$ cat src/rtl/mrr_pkg.sv
// ---------------------------------------------------------------------------
// mrr_pkg: shared types and helpers of the Modbus RTU response receiver
// Word types, function codes, frame types and the byte-wide CRC-16 update.
// ---------------------------------------------------------------------------
package mrr_pkg;

    // frame limit: a position at this value wraps to the start of a new frame
    localparam logic [7:0]  MAX_FRAME_BYTES     = 8'd255;

    // function codes
    localparam logic [7:0]  FN_READ_HOLDING     = 8'h03;
    localparam logic [7:0]  FN_READ_INPUT       = 8'h04;
    localparam logic [7:0]  FN_PRESET_SINGLE    = 8'h06;
    localparam logic [7:0]  FN_PRESET_MULTIPLE  = 8'h10;
    localparam logic [7:0]  FN_EXCEPTION_BASE   = 8'h80;

    // crc-16/modbus
    localparam logic [15:0] CRC_INIT            = 16'hFFFF;
    localparam logic [15:0] CRC_POLY            = 16'hA001;

    // frame lengths in bytes
    localparam logic [8:0]  READ_OVERHEAD       = 9'd5;
    localparam logic [8:0]  PRESET_LENGTH       = 9'd8;
    localparam logic [8:0]  EXCEPTION_LENGTH    = 9'd5;

    // byte positions with a fixed meaning
    localparam logic [7:0]  POS_ADDRESS         = 8'd0;
    localparam logic [7:0]  POS_FUNCTION        = 8'd1;
    localparam logic [7:0]  POS_COUNT           = 8'd2;
    localparam logic [7:0]  POS_PAYLOAD         = 8'd3;
    localparam logic [7:0]  POS_FIRST_WORD      = 8'd4;

    // input commands
    localparam logic        CMD_RECEIVE         = 1'b0;
    localparam logic        CMD_CLEAR           = 1'b1;

    // result kinds
    localparam logic        KIND_WORD           = 1'b0;
    localparam logic        KIND_END            = 1'b1;

    typedef enum logic [2:0] {
        TYPE_READ_INPUT      = 3'd0,
        TYPE_READ_HOLDING    = 3'd1,
        TYPE_PRESET_SINGLE   = 3'd2,
        TYPE_PRESET_MULTIPLE = 3'd3,
        TYPE_EXCEPTION       = 3'd4
    } frame_type_t;

    typedef struct packed {
        logic       cmd;
        logic [7:0] rx_byte;
    } mrr_in_t;

    typedef struct packed {
        logic        kind;
        frame_type_t frame_type;
        logic [7:0]  server_address;
        logic [6:0]  word_index;
        logic [15:0] word_value;
        logic [6:0]  word_count;
        logic [15:0] reg_address;
        logic [15:0] reg_data;
        logic [6:0]  original_function;
        logic [7:0]  exception_code;
        logic        crc_ok;
    } mrr_out_t;

    // framing status seen by the top level
    typedef struct packed {
        logic [7:0] byte_pos;
        logic [8:0] exp_len;
    } mrr_status_t;

    // one byte through the reflected crc-16, eight shift steps
    function automatic logic [15:0] crc16_update(input logic [15:0] crc, input logic [7:0] b);
        logic [15:0] c;
        c = crc ^ {8'h00, b};
        for (int i = 0; i < 8; i++)
        begin
            c = c[0] ? ((c >> 1) ^ CRC_POLY) : (c >> 1);
        end
        return c;
    endfunction

    function automatic logic is_read(input logic [7:0] fn);
        return (fn == FN_READ_HOLDING) || (fn == FN_READ_INPUT);
    endfunction

    function automatic logic code_accepted(input logic [7:0] fn);
        return is_read(fn) || (fn == FN_PRESET_SINGLE) || (fn == FN_PRESET_MULTIPLE)
            || (fn >= FN_EXCEPTION_BASE);
    endfunction

    function automatic frame_type_t type_of(input logic [7:0] fn);
        frame_type_t t;
        if (fn == FN_READ_INPUT)
            t = TYPE_READ_INPUT;
        else if (fn == FN_READ_HOLDING)
            t = TYPE_READ_HOLDING;
        else if (fn == FN_PRESET_SINGLE)
            t = TYPE_PRESET_SINGLE;
        else if (fn == FN_PRESET_MULTIPLE)
            t = TYPE_PRESET_MULTIPLE;
        else
            t = TYPE_EXCEPTION;
        return t;
    endfunction

endpackage

$ cat src/rtl/modbus_rtu_response_receiver_top.sv
// A result word is registered in the result register once its input word moves on
// from the input register, and is held there until it is taken.
// Throughput: one input word per cycle; the CRC byte update and position logic
// sit in the single stage between the input register and the result register.
// Stalls only when the result register is full and not being taken.
// Reset: asynchronous, active low; position and lengths clear, CRC to 0xFFFF.
// ---------------------------------------------------------------------------
// modbus_rtu_response_receiver_top: Modbus RTU master response receiver
// Frames received bytes into register words and frame ends with CRC check.
// ---------------------------------------------------------------------------
module modbus_rtu_response_receiver_top (
    input  logic              clk,
    input  logic              rst_n,
    input  logic              item_valid,
    output logic              item_ready,
    input  mrr_pkg::mrr_in_t  item,
    output logic              result_valid,
    input  logic              result_ready,
    output mrr_pkg::mrr_out_t result
);
    import mrr_pkg::*;

    logic        held_valid;
    mrr_in_t     held_item;
    logic        out_free;
    logic        advance;
    logic        core_has_result;
    mrr_out_t    core_result;
    mrr_status_t status;

    // held word moves on when the result register has room
    assign advance = held_valid && out_free;

    mrr_in_stage u_in_stage (
        .clk        (clk),
        .rst_n      (rst_n),
        .item_valid (item_valid),
        .item_ready (item_ready),
        .item       (item),
        .take       (advance),
        .held_valid (held_valid),
        .held_item  (held_item)
    );

    mrr_frame_core u_frame_core (
        .clk        (clk),
        .rst_n      (rst_n),
        .step       (advance),
        .item       (held_item),
        .has_result (core_has_result),
        .result     (core_result),
        .status     (status)
    );

    mrr_out_stage u_out_stage (
        .clk          (clk),
        .rst_n        (rst_n),
        .load         (advance),
        .has_result   (core_has_result),
        .next_result  (core_result),
        .free         (out_free),
        .result_valid (result_valid),
        .result_ready (result_ready),
        .result       (result)
    );

    // a clear command always returns the frame to its first byte
    assert property (@(posedge clk) disable iff (!rst_n)
        (advance && (held_item.cmd == CMD_CLEAR)) |=> (status.byte_pos == POS_ADDRESS))
        else $error("clear did not reset the byte position");

    // register words only come from read responses
    assert property (@(posedge clk) disable iff (!rst_n)
        (result_valid && (result.kind == KIND_WORD)) |->
        ((result.frame_type == TYPE_READ_INPUT) || (result.frame_type == TYPE_READ_HOLDING)))
        else $error("register word from a non-read frame");

    // a stalled input word is neither lost nor replaced
    assert property (@(posedge clk) disable iff (!rst_n)
        (held_valid && !advance) |=> (held_valid && $stable(held_item)))
        else $error("held input word changed while stalled");

    // once past the header the frame length is at least the shortest frame
    assert property (@(posedge clk) disable iff (!rst_n)
        (status.byte_pos > POS_COUNT) |-> (status.exp_len >= EXCEPTION_LENGTH))
        else $error("payload position with no valid frame length");

endmodule

$ cat src/rtl/mrr_in_stage.sv
// ---------------------------------------------------------------------------
// mrr_in_stage: input register
// Captures one input word; refills in the same cycle the held word moves on.
// ---------------------------------------------------------------------------
module mrr_in_stage (
    input  logic            clk,
    input  logic            rst_n,
    input  logic            item_valid,
    output logic            item_ready,
    input  mrr_pkg::mrr_in_t item,
    input  logic            take,
    output logic            held_valid,
    output mrr_pkg::mrr_in_t held_item
);
    import mrr_pkg::*;

    logic    valid_reg;
    logic    valid_next;
    mrr_in_t data_reg;

    // free when empty or when the held word leaves this cycle
    assign item_ready = !valid_reg || take;

    always_comb
    begin
        valid_next = valid_reg;
        if (item_ready)
            valid_next = item_valid;
    end

    // valid flag
    always_ff @(posedge clk or negedge rst_n)
    begin
        if (!rst_n)
            valid_reg <= 1'b0;
        else
            valid_reg <= valid_next;
    end

    // payload
    always_ff @(posedge clk)
    begin
        if (item_valid && item_ready)
            data_reg <= item;
    end

    assign held_valid = valid_reg;
    assign held_item  = data_reg;

endmodule

$ cat src/rtl/mrr_frame_core.sv
// ---------------------------------------------------------------------------
// mrr_frame_core: frame tracking and result decode
// Holds the framing state and builds at most one result per input word.
// ---------------------------------------------------------------------------
module mrr_frame_core (
    input  logic                clk,
    input  logic                rst_n,
    input  logic                step,
    input  mrr_pkg::mrr_in_t    item,
    output logic                has_result,
    output mrr_pkg::mrr_out_t   result,
    output mrr_pkg::mrr_status_t status
);
    import mrr_pkg::*;

    logic [7:0]  pos_reg,    pos_next;
    logic [8:0]  len_reg,    len_next;
    logic [7:0]  slave_reg,  slave_next;
    logic [7:0]  fn_reg,     fn_next;
    logic [15:0] crc_reg,    crc_next;
    logic [7:0]  held_reg,   held_next;
    logic [31:0] shift_reg,  shift_next;
    logic [15:0] crcb_reg,   crcb_next;

    logic [7:0]  b;
    logic [7:0]  p;
    logic [8:0]  p9;
    logic [8:0]  pq;
    logic [8:0]  bc;
    logic [7:0]  wi;
    logic        rd;
    frame_type_t t;

    assign b  = item.rx_byte;
    assign rd = is_read(fn_reg);
    assign t  = type_of(fn_reg);
    assign bc = len_reg - READ_OVERHEAD;
    // wrap a frame that has reached the size limit
    assign p  = (pos_reg >= MAX_FRAME_BYTES) ? POS_ADDRESS : pos_reg;
    assign p9 = {1'b0, p};
    assign wi = p - POS_FIRST_WORD;

    // next state and result
    always_comb
    begin
        pos_next   = pos_reg;
        len_next   = len_reg;
        slave_next = slave_reg;
        fn_next    = fn_reg;
        crc_next   = crc_reg;
        held_next  = held_reg;
        shift_next = shift_reg;
        crcb_next  = crcb_reg;
        pq         = p9;
        has_result = 1'b0;
        result     = '0;
        if (step)
        begin
            if (item.cmd == CMD_CLEAR)
            begin
                pos_next = POS_ADDRESS;
            end
            else if (p == POS_ADDRESS)
            begin
                slave_next = b;
                crc_next   = crc16_update(CRC_INIT, b);
                shift_next = '0;
                crcb_next  = '0;
                held_next  = '0;
                pos_next   = POS_FUNCTION;
            end
            else if (p == POS_FUNCTION)
            begin
                fn_next = b;
                if (code_accepted(b))
                begin
                    crc_next = crc16_update(crc_reg, b);
                    pos_next = POS_COUNT;
                end
                else
                begin
                    pos_next = POS_ADDRESS;
                end
            end
            else if (p == POS_COUNT)
            begin
                crc_next = crc16_update(crc_reg, b);
                if (rd)
                    len_next = {1'b0, b} + READ_OVERHEAD;
                else if (fn_reg >= FN_EXCEPTION_BASE)
                    len_next = EXCEPTION_LENGTH;
                else
                    len_next = PRESET_LENGTH;
                pos_next = POS_PAYLOAD;
            end
            else
            begin
                // payload byte or one of the two trailing crc bytes
                if ((p9 + 9'd2) < len_reg)
                begin
                    crc_next   = crc16_update(crc_reg, b);
                    shift_next = {shift_reg[23:0], b};
                    held_next  = b;
                    if (rd && (p >= POS_FIRST_WORD) && !p[0])
                    begin
                        has_result            = 1'b1;
                        result.kind           = KIND_WORD;
                        result.frame_type     = t;
                        result.server_address = slave_reg;
                        result.word_index     = wi[7:1];
                        result.word_value     = {held_reg, b};
                        result.word_count     = bc[7:1];
                    end
                end
                else
                begin
                    crcb_next = {crcb_reg[7:0], b};
                end

                if (len_reg > p9)
                    pq = p9 + 9'd1;

                // frame end
                if (len_reg == pq)
                begin
                    has_result            = 1'b1;
                    result.kind           = KIND_END;
                    result.frame_type     = t;
                    result.server_address = slave_reg;
                    result.word_count     = rd ? bc[7:1] : 7'd0;
                    if ((t == TYPE_PRESET_SINGLE) || (t == TYPE_PRESET_MULTIPLE))
                    begin
                        result.reg_address = shift_next[31:16];
                        result.reg_data    = shift_next[15:0];
                    end
                    if (t == TYPE_EXCEPTION)
                    begin
                        result.original_function = fn_reg[6:0];
                        result.exception_code    = shift_next[7:0];
                    end
                    result.crc_ok = (crc_next == crcb_next);
                    pos_next      = POS_ADDRESS;
                end
                else
                begin
                    pos_next = pq[7:0];
                end
            end
        end
    end

    // framing state
    always_ff @(posedge clk or negedge rst_n)
    begin
        if (!rst_n)
        begin
            pos_reg   <= '0;
            len_reg   <= '0;
            slave_reg <= '0;
            fn_reg    <= '0;
            crc_reg   <= CRC_INIT;
            held_reg  <= '0;
            shift_reg <= '0;
            crcb_reg  <= '0;
        end
        else
        begin
            pos_reg   <= pos_next;
            len_reg   <= len_next;
            slave_reg <= slave_next;
            fn_reg    <= fn_next;
            crc_reg   <= crc_next;
            held_reg  <= held_next;
            shift_reg <= shift_next;
            crcb_reg  <= crcb_next;
        end
    end

    assign status.byte_pos = pos_reg;
    assign status.exp_len  = len_reg;

endmodule

$ cat src/rtl/mrr_out_stage.sv
// ---------------------------------------------------------------------------
// mrr_out_stage: result register
// Holds one result word until the consumer takes it.
// ---------------------------------------------------------------------------
module mrr_out_stage (
    input  logic              clk,
    input  logic              rst_n,
    input  logic              load,
    input  logic              has_result,
    input  mrr_pkg::mrr_out_t next_result,
    output logic              free,
    output logic              result_valid,
    input  logic              result_ready,
    output mrr_pkg::mrr_out_t result
);
    import mrr_pkg::*;

    logic     valid_reg;
    logic     valid_next;
    mrr_out_t data_reg;

    // room when empty or when the held word is taken this cycle
    assign free = !valid_reg || result_ready;

    always_comb
    begin
        valid_next = valid_reg;
        if (load)
            valid_next = has_result;
        else if (result_ready)
            valid_next = 1'b0;
    end

    // valid flag
    always_ff @(posedge clk or negedge rst_n)
    begin
        if (!rst_n)
            valid_reg <= 1'b0;
        else
            valid_reg <= valid_next;
    end

    // payload
    always_ff @(posedge clk)
    begin
        if (load && has_result)
            data_reg <= next_result;
    end

    assign result_valid = valid_reg;
    assign result       = data_reg;

endmodule

$ cat config.mk
export PLATFORM = sky130hd
export DESIGN_NAME = modbus_rtu_response_receiver_top
export DESIGN_NICKNAME = d
export VERILOG_FILES = /design/src/rtl/mrr_pkg.sv /design/src/rtl/modbus_rtu_response_receiver_top.sv /design/src/rtl/mrr_in_stage.sv /design/src/rtl/mrr_frame_core.sv /design/src/rtl/mrr_out_stage.sv
export SDC_FILE = /design/constraint.sdc
export NUM_CORES = 1
export LEC_CHECK = 0
export ABC_AREA = 1
export BUFFER_PORTS_ARGS = -buffer_cell sky130_fd_sc_hd__buf_2
export CORE_MARGIN = 5
export CORE_UTILIZATION = 30
export CTS_BUF_LIST = sky130_fd_sc_hd__clkbuf_4 sky130_fd_sc_hd__clkbuf_8
export DETAILED_ROUTE_END_ITERATION = 8
export GPL_TIMING_DRIVEN = 0
export PLACE_DENSITY_LB_ADDON = 0.25
export SKIP_LAST_GASP = 1
export SLEW_MARGIN = 20
export SYNTH_ARGS = -nofsm -noshare
export SYNTH_HDL_FRONTEND = slang
export SYNTH_HIERARCHICAL = 1
export SYNTH_SLANG_ARGS = --single-unit
$ cat constraint.sdc
create_clock -name clk -period 7.21 [get_ports clk]
set_clock_uncertainty 0.2 [all_clocks]
set_input_delay 1.442 -clock clk [delete_from_list [all_inputs] [get_ports clk]]
set_output_delay 1.442 -clock clk [all_outputs]
set_load 0.05 [all_outputs]
Word level (Yosys, flattened, before mapping)
Index checks and enable logic that the tools add are counted.
Widths: inputs -> output; s select.
{"block": "totals", "reg_bits": 206, "inputBits": 13, "word_cells": 188}
{"block": "classes", "mux": 79, "eq_ne": 18, "order_cmp": 6, "n_bitwise": 27, "n_addsub": 5, "reduce_logical": 30}
{"cell": "$mux 16", "n": 35}
{"cell": "$mux 32", "n": 5}
{"cell": "$mux 8", "n": 10}
{"cell": "$mux 9", "n": 7}
{"cell": "$mux 55", "n": 1}
{"cell": "$not 2->3", "n": 16}
{"cell": "$mux 42", "n": 1}
{"cell": "$mux 41", "n": 1}
{"cell": "$eq 8x3->1 const B", "n": 4}
{"cell": "$eq 8x2->1 const B", "n": 3}
{"cell": "$ge 8x8->1 const B", "n": 3}
{"cell": "$reduce_or 7->1", "n": 3}
{"cell": "$eq 16x16->1", "n": 1}
{"cell": "$eq 8x5->1 const B", "n": 2}
{"cell": "$not 8->16", "n": 1}
{"cell": "$sub 8x3->8 const B", "n": 2}
{"cell": "$xor 16x8->16", "n": 1}
{"cell": "$mux 15", "n": 1}
{"cell": "$mux 12", "n": 1}
{"cell": "$mux 3", "n": 4}
{"cell": "$mux 1", "n": 10}
{"cell": "$reduce_and 5->1", "n": 2}
{"cell": "$add 8x1->9 const B", "n": 1}
{"cell": "$add 8x2->9 const B", "n": 1}
{"cell": "23 further kinds", "n": 49}

Logic depth before layout (Yosys ltp)
{"block": "logic_depth", "ltp_word": 26, "ltp_mapped": 28}

Modules after synthesis
Netlist, hierarchy kept.
{"mod": "mrr_frame_core", "instances": 1, "seq_area_each_um2": 2647.5, "cells_per_inst": 1161, "area_each_um2": 7846.3}
{"mod": "mrr_out_stage", "instances": 1, "seq_area_each_um2": 2727.6, "cells_per_inst": 98, "area_each_um2": 2753.9}
{"mod": "mrr_in_stage", "instances": 1, "seq_area_each_um2": 295.3, "cells_per_inst": 15, "area_each_um2": 315.3}
{"mod": "modbus_rtu_response_receiver_top", "instances": 1, "seq_area_each_um2": 0.0, "cells_per_inst": 2, "area_each_um2": 7.5}

Least setup slack after synthesis
No wires, ideal clock.
{"block": "synth_timing", "path_kind": "flip-flop to flip-flop", "from": "register u_frame_core.pos_reg[0]", "to": "register u_out_stage.data_reg (netlist bit u_out_stage/result[0]), enable pin", "slack_ns": 1.862, "setup_ns": 0.444, "period_less_slack_ns": 5.348, "stages_incl_launch_ff": 21, "t_arrival_ns": 4.704, "t_required_ns": 6.566, "path_cell_list": "dfrtp_1 ha_1 inv_1 nor2_2 nand2_4 nand2_1 inv_1 ha_1 nand2_2 nor3_4 xor2_1 ha_1 nand2_1 nor2_1 nand3b_1 nand3_1 clkinv_1 nand4_1 nand2_1 nand2_1 inv_1"}
{"block": "synth_between", "elab_chain_len": 17, "elab_cells_between_ends": 29}
{"item": "start, declared", "line_no": "mrr_frame_core.sv:16", "source": "logic [7:0] pos_reg, pos_next;"}
{"item": "start signal, assigned", "line_no": "mrr_frame_core.sv:168", "source": "pos_reg <= pos_next;"}
{"item": "$ge 8x8->1", "line_no": "mrr_frame_core.sv:39", "source": "assign p = (pos_reg >= MAX_FRAME_BYTES) ? POS_ADDRESS : pos_reg;"}
{"item": "$mux 8 (*)", "line_no": "mrr_frame_core.sv:39"}
{"item": "$add 8x1->9 / $gt 9x8->1 (equally long branches)", "line_no": "mrr_frame_core.sv:121, mrr_frame_core.sv:120"}
{"item": "$mux 9", "line_no": "mrr_frame_core.sv:120", "source": "if (len_reg > p9)"}
{"item": "$mux 9", "line_no": "mrr_frame_core.sv:85", "source": "else if (p == POS_COUNT)"}
{"item": "$mux 9", "line_no": "mrr_frame_core.sv:72", "source": "else if (p == POS_FUNCTION)"}
{"item": "$mux 9", "line_no": "mrr_frame_core.sv:63", "source": "else if (p == POS_ADDRESS)"}
{"item": "$mux 9", "line_no": "mrr_frame_core.sv:59", "source": "if (item.cmd == CMD_CLEAR)"}
{"item": "[2 not listed]"}
{"item": "$mux 1", "line_no": "mrr_frame_core.sv:124", "source": "if (len_reg == pq)"}
{"item": "$mux 1", "line_no": "mrr_frame_core.sv:85"}
{"item": "$mux 1", "line_no": "mrr_frame_core.sv:72"}
{"item": "$mux 1 (*)", "line_no": "mrr_frame_core.sv:63"}
{"item": "$mux 1 (*)", "line_no": "mrr_frame_core.sv:59"}
{"item": "$mux 1 (*)", "line_no": "mrr_frame_core.sv:57", "source": "if (step)"}
{"item": "via core_has_result", "line_no": "modbus_rtu_response_receiver_top.sv:27", "source": "logic core_has_result;"}
{"item": "$logic_and 1x1->1 (*)", "line_no": "mrr_out_stage.sv:46", "source": "if (load && has_result)"}
{"item": "end signal, assigned", "line_no": "mrr_out_stage.sv:47", "source": "data_reg <= next_result;"}
{"item": "end, declared", "line_no": "mrr_out_stage.sv:20", "source": "mrr_out_t data_reg;"}
The timed path passes the listed nets; every way through them passes the cells marked *. The select of a mux whose other input is x is not followed.
A chain may end at the register's enable or synchronous reset.

Worst setup path in the final report
{"block": "layout_timing", "from": "register u_frame_core.pos_reg[0]", "to": "register u_out_stage.data_reg (netlist bit u_out_stage/result[5]), enable pin"}
The elaborated chain is that of the path after synthesis.

==> results_dict.tcl <==
set metrics [dict create \
    status "complete, no violations" \
    first_pass_iters 6 \
    yosys_register_bits 206 \
    final_util_pct 36.0 \
    worstSetupPathType "register to register" \
    die_h_um 201 \
    vias 9199 \
    yosys_warnings 6 \
    cts_tree "yes" \
    synth_top_area_cell "edfxtp_1" \
    antenna_cells 0 \
    clock-sinks 206 \
    groute.usage.overall_pct 16.1 \
    syn_nets 1331 \
    async_reset_ff_share_pct 51.9 \
    syn_inst 1276 \
    synth_area_leaders "edfxtp_1 (27%), dfrtp_1 (21%), nand2_1 (10%), inv_1 (5.8%), o21ai_0 (5.7%)" \
    synth_fa_ha_area_share_pct 4.81 \
    crit_fanout 49 \
    hold_violations 0 \
    clock_latency_ps 550 \
    worst_pin_slew_ps 900 \
    clk_pin_slew_ps 60 \
    cp-startpoint "u_frame_core/pos_reg[0]" \
    synth_top_family_by_area "simple AND/OR/NAND/NOR gates" \
    p_leak_nw 5.78 \
    cp-end-kind "register" \
    grt_overflow 0 \
    grt.busiest_layer "met2" \
    setup_viol 0 \
    grt_max_degree 70 \
    initial_utilization_pct 30.6 \
    r2r_cells 22 \
    io_pins 105 \
    period_needed_ps 5570 \
    rsz0062_at_grt "no" \
    timing.hold.ws_ps 284 \
    synth_ff_type "edfxtp_1" \
    critPathCapture "u_out_stage/result[5]" \
    r2r-end "u_out_stage/result[5]" \
    fin_nets 1475 \
    synthSimpleGateAreaFrac_pct 20.7 \
    syn_to_final_growth_pct 17.8 \
    routed_wl_um 32700 \
    finalCritPeriodShare_pct 77.3 \
    use_met2_pct 25.5 \
    hp-class "register to register" \
    crit_required_ps 7230 \
    cp-start-kind "register" \
    dp_hpwl_um 24100 \
    seq_area_frac_synth_pct 51.9 \
    relSlewSlack_pct 40.0 \
    postCtsResizedCells 0 \
    final_common_cell "nand2_1" \
    drc_errors 0 \
    cts_setup_buffers 0 \
    first_global_vias 9064 \
    grt_pass1_wl_um 51400 \
    antenna_found_initial 2 \
    synth_top_area_share_pct 27.2 \
    grtUsageMet1_pct 21.3 \
    core-area_um2 35700 \
    use_met3_pct 4.15 \
    powerDensity_nw_per_um2 348 \
    p_total_mw 4.47 \
    cts_made_buffers 36 \
    port_buffers 104 \
    peakVddDrop_uv 127 \
    hold_buffers 0 \
    final_layout_size_suffix_gt1_share_pct 15.9 \
    r2r-start "u_frame_core/pos_reg[0]" \
    synth_compound_area_share_pct 11.3 \
    slew_violations 0 \
    finalInstanceArea_um2 12900 \
    clock.fmax_mhz 179 \
    ant_nets 0 \
    reg2reg_slack_ps 1640 \
    postPlaceCellArea_um2 12100 \
    synth.area.mux_share_pct 0 \
    die_area_um2 40300 \
    cts-root-buf "clkbuf_8" \
    avgSynthCellArea_um2 8.56 \
    clock_path_buffers 3 \
    worstPathArrival_ps 5590 \
    htree_levels 2 \
    largest_reg_flops 90 \
    mostFrequentLayoutCells "nand2_1 (295), inv_1 (168), nor2_1 (136)" \
    synth_edf_count 99 \
    gp_congestion 0.934 \
    wl_per_cell_um 17.1 \
    yosys.area_share.xor_xnor_pct 3.29 \
    viasPerCell 4.82 \
    std_cell_rows 69 \
    syn_area_um2 10900 \
    die_w_um 201 \
    drt_iter0_drc 690 \
    cap_violations 0 \
    synthDistinctLibCells 45 \
]
## stage by stage
stage,TNS (ps),worst slack [ps],instances
4_1_cts,0,1650,1907
3_3_place_gp,-32770,-375,1841
2_1_floorplan,0,1860,1276
5_1_grt,0,1200,1907
3_5_place_dp,0,1700,1843
6_report,0,1640,1907
## cells by family after synthesis
logic type | count (synthesis)
AO/OA/AOI/OAI | 224
adder cells (fa/ha/maj) | 42
AND/OR/NAND/NOR | 537
flip-flops | 206
buffers and inverters | 226
XOR/XNOR | 41
## worst min-delay path by stage
stage / slack [ps] / cells after the start / endpoint / startpoint
2_1_floorplan: 250 / 2 / u_frame_core/crcb_reg[10] / u_frame_core/crcb_reg[10]
3_3_place_gp: 270 / 2 / u_frame_core/fn_reg[5] / u_frame_core/fn_reg[5]
3_5_place_dp: 280 / 2 / u_frame_core/fn_reg[5] / u_frame_core/fn_reg[5]
4_1_cts: 290 / 2 / u_frame_core/fn_reg[5] / u_frame_core/fn_reg[5]
5_1_grt: 330 / 2 / u_out_stage/result_valid / u_out_stage/result_valid
6_report: 280 / 2 / u_frame_core/fn_reg[5] / u_frame_core/fn_reg[5]
## cell usage after synthesis, drive strengths merged (2+ instances only)
cell type / number
edfxtp: 99
ha: 42
nand4: 10
clkbuf: 26
o21ai: 128
xnor2: 12
dfstp: 16
a31oi: 2
o221ai: 4
dfrtp: 91
o211ai: 5
nand3b: 3
nor2: 146
nand2: 302
or2: 3
buf: 17
o21a: 2
inv: 180
o22ai: 38
xor2: 29
nand3: 62
clkinv: 3
nor3: 11
a21oi: 39
## layout make-up
| class | instances | area (um^2) |
|---|---|---|
| inverter | 183 | 692 |
| timing repair buffer | 106 | 582 |
| clock inverter | 14 | 160 |
| sequential | 206 | 5670 |
| fill | 3765 | 22900 |
| tap | 461 | 577 |
| buffer | 43 | 183 |
| clock buffer | 50 | 619 |
| multi-input combinational | 844 | 4380 |
## metal layers
metal | part of all wire (%) | vias to the layer above
li1 | - | 4464
met1 | 45 | 4367
met2 | 45 | 287
met3 | 6.3 | 77
met4 | 3.3 | 4
met5 | 0.077 | -
## worst max-delay path, cell delays in order, from the launching register on
cell	delay (ps)
dfrtp_1	460
ha_1	230
inv_1	60
nor2_2	50
nand2_4	130
nand2_1	210
inv_1	220
ha_1	180
inv_1	60
nor2_1	130
inv_1	100
o21ai_0	270
ha_1	310
a21oi_1	140
o21ai_0	180
nand2_1	100
nand3_1	270
clkinv_1	350
nand4_1	330
nand2_1	360
nand2_1	200
inv_6	370
buf_16	270
## report_power, final
part | switching (mW) | internal, mW
clock network | 0.483 | 0.697
logic | 1.19 | 0.502
registers | 0.160 | 1.44
total | 1.83 | 2.64
No activity file was read; power rests on OpenSTA's default activity.
